[src/hw/rtl/bcdec_pkg.sv]
// bcdec_pkg: shared types, format codes and divide-by-constant helpers
`default_nettype none
package bcdec_pkg;

    typedef logic [7:0] byte_t;

    typedef struct packed {
        byte_t a;
        byte_t b;
        byte_t g;
        byte_t r;
    } rgba_t;

    typedef rgba_t [3:0] cpal_t;
    typedef byte_t [7:0] apal_t;
    typedef byte_t [2:0] rgb_t;

    typedef logic [1:0] mode_t;

    localparam mode_t MODE_BC1 = 2'd0;
    localparam mode_t MODE_BC2 = 2'd1;
    localparam mode_t MODE_BC3 = 2'd2;

    // rgb565 to rgb888 by replicating the top bits
    function automatic rgb_t widen565(input logic [15:0] c);
        rgb_t res;
        res[0] = {c[15:11], c[15:13]};
        res[1] = {c[10:5], c[10:9]};
        res[2] = {c[4:0], c[4:2]};
        return res;
    endfunction

    // exact floor(x / 3) for x < 768
    function automatic byte_t div3(input logic [9:0] x);
        logic [20:0] prod;
        prod = 21'(x) * 21'd683;
        return prod[18:11];
    endfunction

    // exact floor(x / 7) for x < 1792
    function automatic byte_t div7(input logic [10:0] x);
        logic [22:0] prod;
        prod = 23'(x) * 23'd2341;
        return prod[21:14];
    endfunction

    // exact floor(x / 5) for x < 1280
    function automatic byte_t div5(input logic [10:0] x);
        logic [22:0] prod;
        prod = 23'(x) * 23'd3277;
        return prod[21:14];
    endfunction

endpackage
`default_nettype wire

[src/hw/rtl/bcdec_palette.sv]
// bcdec_palette: colour and alpha palettes of one compressed block
`default_nettype none
module bcdec_palette (
    input  wire logic [63:0]       color_block,
    input  wire logic [63:0]       alpha_block,
    input  wire bcdec_pkg::mode_t  codec_mode,
    output bcdec_pkg::cpal_t       cpal,
    output bcdec_pkg::apal_t       apal
);

    bcdec_pkg::rgb_t  e0;
    bcdec_pkg::rgb_t  e1;
    bcdec_pkg::byte_t a0;
    bcdec_pkg::byte_t a1;
    logic             four_color;
    logic [9:0]       sum2;
    logic [9:0]       sum3;
    logic [8:0]       sum_mid;

    assign e0 = bcdec_pkg::widen565(color_block[15:0]);
    assign e1 = bcdec_pkg::widen565(color_block[31:16]);
    assign four_color = (color_block[15:0] > color_block[31:16])
                     || (codec_mode != bcdec_pkg::MODE_BC1);
    assign a0 = alpha_block[7:0];
    assign a1 = alpha_block[15:8];

    always_comb
    begin
        sum2    = '0;
        sum3    = '0;
        sum_mid = '0;
        cpal[0] = {8'hff, e0[2], e0[1], e0[0]};
        cpal[1] = {8'hff, e1[2], e1[1], e1[0]};
        cpal[2].a = 8'hff;
        cpal[3].a = four_color ? 8'hff : 8'h00;
        for (int k = 0; k < 3; k++)
        begin
            sum2    = {1'b0, e0[k], 1'b0} + {2'b00, e1[k]};
            sum3    = {2'b00, e0[k]} + {1'b0, e1[k], 1'b0};
            sum_mid = {1'b0, e0[k]} + {1'b0, e1[k]};
            case (k)
                0:
                begin
                    cpal[2].r = four_color ? bcdec_pkg::div3(sum2) : sum_mid[8:1];
                    cpal[3].r = four_color ? bcdec_pkg::div3(sum3) : 8'h00;
                end
                1:
                begin
                    cpal[2].g = four_color ? bcdec_pkg::div3(sum2) : sum_mid[8:1];
                    cpal[3].g = four_color ? bcdec_pkg::div3(sum3) : 8'h00;
                end
                default:
                begin
                    cpal[2].b = four_color ? bcdec_pkg::div3(sum2) : sum_mid[8:1];
                    cpal[3].b = four_color ? bcdec_pkg::div3(sum3) : 8'h00;
                end
            endcase
        end
    end

    always_comb
    begin
        apal[0] = a0;
        apal[1] = a1;
        if (a0 > a1)
        begin
            for (int k = 1; k <= 6; k++)
            begin
                apal[k + 1] = bcdec_pkg::div7(11'((7 - k) * a0 + k * a1));
            end
        end
        else
        begin
            for (int k = 1; k <= 4; k++)
            begin
                apal[k + 1] = bcdec_pkg::div5(11'((5 - k) * a0 + k * a1));
            end
            apal[6] = 8'h00;
            apal[7] = 8'hff;
        end
    end

endmodule
`default_nettype wire

[src/hw/rtl/bc1_bc2_bc3_block_decoder.sv]
// bc1_bc2_bc3_block_decoder: bc1/bc2/bc3 4x4 block to sixteen rgba8 texels
//
//  channel  dir  bits  contents
//  s_*      in   128   tdata: color_block [63:0], alpha_block [127:64]
//  m_*      out  40    tdata: texel_index, red, green, blue, alpha; tlast: last_texel
//  cfg_*    in   2     codec_mode, written when cfg_wr_en is high
//
//  one item in, sixteen texel items out, one per cycle unless m_tready stalls the output
//  an input register and a palette stage let the next block wait while the
//  current one is emitted; blocks pass input, palette and output registers
//  rst_n clears valids and codec_mode asynchronously
//  m_tready low with an item valid holds the output register and stalls the palette stage
`default_nettype none
module bc1_bc2_bc3_block_decoder (
    input  wire logic         clk,
    input  wire logic         rst_n,
    input  wire logic         s_tvalid,
    output logic              s_tready,
    input  wire logic [127:0] s_tdata,     // color_block, alpha_block
    output logic              m_tvalid,
    input  wire logic         m_tready,
    output logic [39:0]       m_tdata,     // texel_index, red, green, blue, alpha, zero pad
    output logic              m_tlast,     // last_texel
    input  wire logic         cfg_wr_en,
    input  wire logic [1:0]   cfg_wr_data  // codec_mode
);

    bcdec_pkg::mode_t  mode_reg;

    logic              in_vld_reg;
    logic [127:0]      in_blk_reg;

    logic              pal_vld_reg;
    logic              pal_vld_next;
    logic [3:0]        cnt_reg;
    logic [3:0]        cnt_next;
    bcdec_pkg::cpal_t  cpal_reg;
    bcdec_pkg::apal_t  apal_reg;
    logic [31:0]       cidx_reg;
    logic [63:0]       ablk_reg;

    logic              out_vld_reg;
    logic              out_vld_next;
    logic [35:0]       out_data_reg;
    logic              out_last_reg;

    bcdec_pkg::cpal_t  cpal_w;
    bcdec_pkg::apal_t  apal_w;

    logic              in_acc;
    logic              in_take;
    logic              emit;
    logic              pal_done;

    logic [1:0]        ci;
    logic [3:0]        nib;
    logic [2:0]        ai;
    bcdec_pkg::rgba_t  texel;
    bcdec_pkg::byte_t  alpha_val;

    bcdec_palette u_pal (
        .color_block (in_blk_reg[63:0]),
        .alpha_block (in_blk_reg[127:64]),
        .codec_mode  (mode_reg),
        .cpal        (cpal_w),
        .apal        (apal_w)
    );

    assign emit     = pal_vld_reg && (!out_vld_reg || m_tready);
    assign pal_done = emit && (cnt_reg == 4'd15);
    assign in_take  = in_vld_reg && (!pal_vld_reg || pal_done);
    assign s_tready = !in_vld_reg || in_take;
    assign in_acc   = s_tvalid && s_tready;

    assign ci    = cidx_reg[2 * cnt_reg +: 2];
    assign nib   = ablk_reg[4 * cnt_reg +: 4];
    assign ai    = ablk_reg[16 + 3 * cnt_reg +: 3];
    assign texel = cpal_reg[ci];

    always_comb
    begin
        case (mode_reg)
            bcdec_pkg::MODE_BC1: alpha_val = texel.a;
            bcdec_pkg::MODE_BC2: alpha_val = {nib, nib};
            default:             alpha_val = apal_reg[ai];
        endcase
    end

    always_comb
    begin
        pal_vld_next = pal_vld_reg;
        cnt_next     = cnt_reg;
        if (in_take)
        begin
            pal_vld_next = 1'b1;
            cnt_next     = 4'd0;
        end
        else if (pal_done)
        begin
            pal_vld_next = 1'b0;
        end
        else if (emit)
        begin
            cnt_next = cnt_reg + 4'd1;
        end
        out_vld_next = out_vld_reg;
        if (emit)
        begin
            out_vld_next = 1'b1;
        end
        else if (m_tready)
        begin
            out_vld_next = 1'b0;
        end
    end

    always_ff @(posedge clk or negedge rst_n)
    begin
        if (!rst_n)
        begin
            mode_reg    <= bcdec_pkg::MODE_BC1;
            in_vld_reg  <= 1'b0;
            pal_vld_reg <= 1'b0;
            cnt_reg     <= 4'd0;
            out_vld_reg <= 1'b0;
        end
        else
        begin
            if (cfg_wr_en)
            begin
                mode_reg <= cfg_wr_data;
            end
            if (in_acc)
            begin
                in_vld_reg <= 1'b1;
            end
            else if (in_take)
            begin
                in_vld_reg <= 1'b0;
            end
            pal_vld_reg <= pal_vld_next;
            cnt_reg     <= cnt_next;
            out_vld_reg <= out_vld_next;
        end
    end

    always_ff @(posedge clk)
    begin
        if (in_acc)
        begin
            in_blk_reg <= s_tdata;
        end
        if (in_take)
        begin
            cpal_reg <= cpal_w;
            apal_reg <= apal_w;
            cidx_reg <= in_blk_reg[63:32];
            ablk_reg <= in_blk_reg[127:64];
        end
        if (emit)
        begin
            out_data_reg <= {alpha_val, texel.b, texel.g, texel.r, cnt_reg};
            out_last_reg <= (cnt_reg == 4'd15);
        end
    end

    assign m_tvalid = out_vld_reg;
    assign m_tdata  = {4'b0000, out_data_reg};
    assign m_tlast  = out_last_reg;

endmodule
`default_nettype wire

[config.mk]
export PLATFORM = sky130hd
export DESIGN_NAME = bc1_bc2_bc3_block_decoder
export DESIGN_NICKNAME = d
export VERILOG_FILES = /design/src/hw/rtl/bcdec_pkg.sv /design/src/hw/rtl/bcdec_palette.sv /design/src/hw/rtl/bc1_bc2_bc3_block_decoder.sv
export SDC_FILE = /design/constraint.sdc
export NUM_CORES = 2
export LEC_CHECK = 0
export ABC_AREA = 0
export BUFFER_PORTS_ARGS = -buffer_cell sky130_fd_sc_hd__buf_2
export CORE_ASPECT_RATIO = 0.7
export CORE_MARGIN = 3
export CORE_UTILIZATION = 50
export CTS_CLUSTER_SIZE = 8
export DETAILED_ROUTE_END_ITERATION = 8
export HOLD_SLACK_MARGIN = 0.06
export PLACE_DENSITY = 0.76
export SKIP_CTS_REPAIR_TIMING = 1
export SLEW_MARGIN = 20
export SYNTH_ARGS = -nofsm -noshare
export SYNTH_HDL_FRONTEND = slang
export SYNTH_SLANG_ARGS = --single-unit
[constraint.sdc]
create_clock -name clk -period 14 [get_ports clk]
set_input_delay 0.7 -clock clk [delete_from_list [all_inputs] [get_ports clk]]
set_output_delay 0.7 -clock clk [all_outputs]
set_load 0.02 [all_outputs]
==> flow_summary.toml <==
[synth]
postSynthAreaPerCell_um2 = 11.5
synth-edff-count = 390
yosysSeqAreaShare_pct = 25.3
synthArstFlopShare_pct = 2.26
synth_cells = 4110
yosys.area_share.simple_pct = 5.36
yosysWarnings = 0
synth_area_um2 = 47100
muxShareOfSynthArea_pct = 4.58
synth_compound_area_share_pct = 7.45
synth_top_family_by_area = "adder cells"
synth-seq-cells = 399
synthXorXnorAreaFrac_pct = 5.16
synthFlopType = "edfxtp_1"
yosys.area_share.adder_pct = 46.1
netlist-cell-type-count = 76

[die]
die-area_um2 = 98100
ios = 178
initial_utilization_pct = 50.8
die_y_um = 263
fp-row-count = 93
die_w_um = 373
core_um2 = 92700

[timing]
rsz0062_at_grt = "false"
tightest_slew_ns = 1.15
timing.hold.ws_ns = 0.241
finalHoldViolCount = 0
setup_viol = 0
period_minus_slack_ns = 9.13
maxSlewViolCount = 0
setup-tns-final_ns = 0
post-route-period-util_pct = 65.2
finalWorstSetupSlack_ns = 4.87
slew_headroom_pct = 23.2
fmax_mhz = 110
finClkSkew_ns = 0.0520

[final_layout]
areaGrowthSynthToFinish_pct = 8.42
largest_reg_flops = 128
fillerInstances = 7628
drive_gt1_share_pct = 8.34
fin_cells = 5577
fin_nets = 5976

[pwr]
clockPowerShare_pct = 11.2
p_int_uw = 5970
seq_power_share_pct = 14.6
switching_power_uw = 5290
netSwitchingFraction_pct = 47.0
peakVddDrop_mv = 0.168
power_density_nw_per_um2 = 220
pwr-share-comb_pct = 74.2
leakage_uw = 0.0248

[critical_path]
crit_path_end_kind = "register"
crit_family = "adder cells"
slowest_stage = "edfxtp_1"
cp.arrival_ns = 9.50
crit_path_max_fanout = 15
cp.required_ns = 14.37
cp-start-kind = "register"
worst_path_most_repeated_cell = "fa_1"
path_class = "reg -> reg"
crit_buf_inv = 4
slowest_delay_ns = 0.70

[grt]
grt_max_degree = 182
grt_first_pass_wirelength_mm = 178
antenna_found_initial = 5
grt_pass1_vias = 32100
overflow = 0
grtUsageTotal_pct = 23.1

[route]
drc = 0
drt_iter0_drc = 2442
via_per_inst = 5.60
ant_nets = 0
post_drt_wl_per_cell_um = 20.0
drtPass1Iterations = 6
wl_mm = 112
vias = 31200

[cts]
htree_levels = 2
cts_buffers = 57
path_clk_slew_ns = 0.06
cts_tree = "built"
clk_path_buf_depth = 3
cts_root_buf = "clkbuf_16"
clkLatencyLatePin_ns = 0.64
cts.sinks = 399

[placement]
dp_worst_setup_slack_ns = 4.91
placed_cells_incl_taps = 5500
dp_hpwl_mm = 91.1
place.gp.congestion = 0.897
portBuffers = 173

[flow_run]
maxCapViolCount = 0

[min_path]
min_path_type = "in -> reg"

[run_status]
run_status = "complete, no violations"
## logic make-up (layout without fill, tap and decap cells)
family | count (synthesis) | after routing
other cells | 1 | 6
buf+inv | 737 | 964
simple gates | 529 | 529
xor+xnor | 276 | 276
compound gates | 549 | 549
fa+ha+maj | 1516 | 1516
mux | 103 | 103
flops | 399 | 399
## synthesized netlist by cell type (all sizes together) (4+ instances only)
| library cell | instances | area (um2) |
|---|---|---|
| ha | 1145 | 14300 |
| inv | 695 | 2610 |
| edfxtp | 390 | 11700 |
| fa | 371 | 7430 |
| a21oi | 196 | 985 |
| xnor2 | 195 | 1710 |
| nor2 | 178 | 668 |
| nand2 | 105 | 394 |
| o21ai | 100 | 500 |
| mux4 | 84 | 1960 |
| xor2 | 80 | 701 |
| nor3 | 57 | 285 |
| a21o | 55 | 413 |
| o21bai | 50 | 375 |
| nand3 | 40 | 200 |
| nor2b | 29 | 181 |
| o21a | 24 | 180 |
| buf | 21 | 135 |
| clkbuf | 21 | 78.8 |
| a211oi | 20 | 150 |
| nand2b | 20 | 125 |
| or3 | 20 | 125 |
| and3 | 17 | 106 |
| and2 | 16 | 100 |
| nand4 | 16 | 100 |
| o211ai | 15 | 113 |
| o31ai | 15 | 113 |
| mux2 | 10 | 113 |
| dfrtp | 9 | 225 |
| mux2i | 9 | 90.1 |
| o41ai | 9 | 97.6 |
| a31o | 8 | 70.1 |
| a2111oi | 7 | 61.3 |
| a31oi | 6 | 37.5 |
| and4 | 6 | 52.6 |
| or2 | 6 | 37.5 |
| a221oi | 5 | 43.8 |
| nand3b | 5 | 37.5 |
| o311ai | 5 | 61.3 |
| o31a | 5 | 45.0 |
| nor3b | 4 | 30.0 |
## power groups by stage
stage	clock network (uW)	registers, uW	logic, uW
floorplan	0	1710	6150
global placement	0	1660	7950
detailed placement	0	1660	8230
CTS	1280	1640	8350
global route	1320	1650	9590
finish	1260	1640	8360
## final cells by class
type	instances	area [um2]	area share [%]
diodes	2	5.00	0.00979
clock buffers	67	1470	2.88
clock inverters	7	81.3	0.159
inverters	695	2610	5.10
multi-input cells	2977	32400	63.4
flip-flops and latches	399	11900	23.4
well taps	1235	1550	3.02
repair buffers	195	1050	2.05
## worst paths after layout
| kind | from | to | slack, ns | depth (start not counted) |
|---|---|---|---|---|
| min | s_tdata[63] | in_blk_reg[63] | 0.24 | 1 |
| max | in_blk_reg[73] | apal_reg[39] | 4.87 | 29 |
| max reg2reg | in_blk_reg[73] | apal_reg[39] | 4.87 | 29 |
| min reg2reg | in_blk_reg[57] | cidx_reg[25] | 0.38 | 0 |
| min in group asynchronous | rst_n | mode_reg[0] | 0.47 | 2 |
| max in group asynchronous | rst_n | cnt_reg[0] | 13.29 | 2 |
## cells in the final DEF, fill, tap and decap left out, types with 67 or more instances in the layout
master | Yosys | layout
ha_1 | 1145 | 1145
inv_1 | 695 | 694
edfxtp_1 | 390 | 390
fa_1 | 371 | 371
a21oi_1 | 195 | 195
xnor2_1 | 195 | 195
nor2_1 | 178 | 178
buf_2 | 8 | 173
nand2_1 | 105 | 105
o21ai_0 | 98 | 98
xor2_1 | 80 | 80
mux4_2 | 67 | 67
## worst reg2reg max path: cells and delay by family (launching register included)
family | cells | cell delay (ns)
xor gates and xnor gates | 2 | 0.35
AOI/OAI and AO/OA | 10 | 3.23
and+or+nand+nor | 3 | 0.48
buffers and inverters | 4 | 0.45
adders and majority gates | 9 | 3.55
DFF | 1 | 0.70
muxes | 1 | 0.11
## through the flow
stage | instance area (um2) | utilization (%) | power, uW
floorplan | 47200 | - | 7870
global placement | 49500 | 53.4 | 9610
detailed placement | 49500 | 53.4 | 9890
CTS | 51100 | 55.1 | 11300
global route | 51100 | 55.1 | 12600
finish | 51100 | 55.1 | 11300
## routing by layer
metal  up-vias  GRT usage (%)  wire length [um]
met5         -              0                27
met4         4           5.66              2840
met3       165           7.20             11400
met2      1078           33.1             45700
met1     15100           33.8             51600
li1      14900              -                 -
Power figures use the tool's default switching activity.
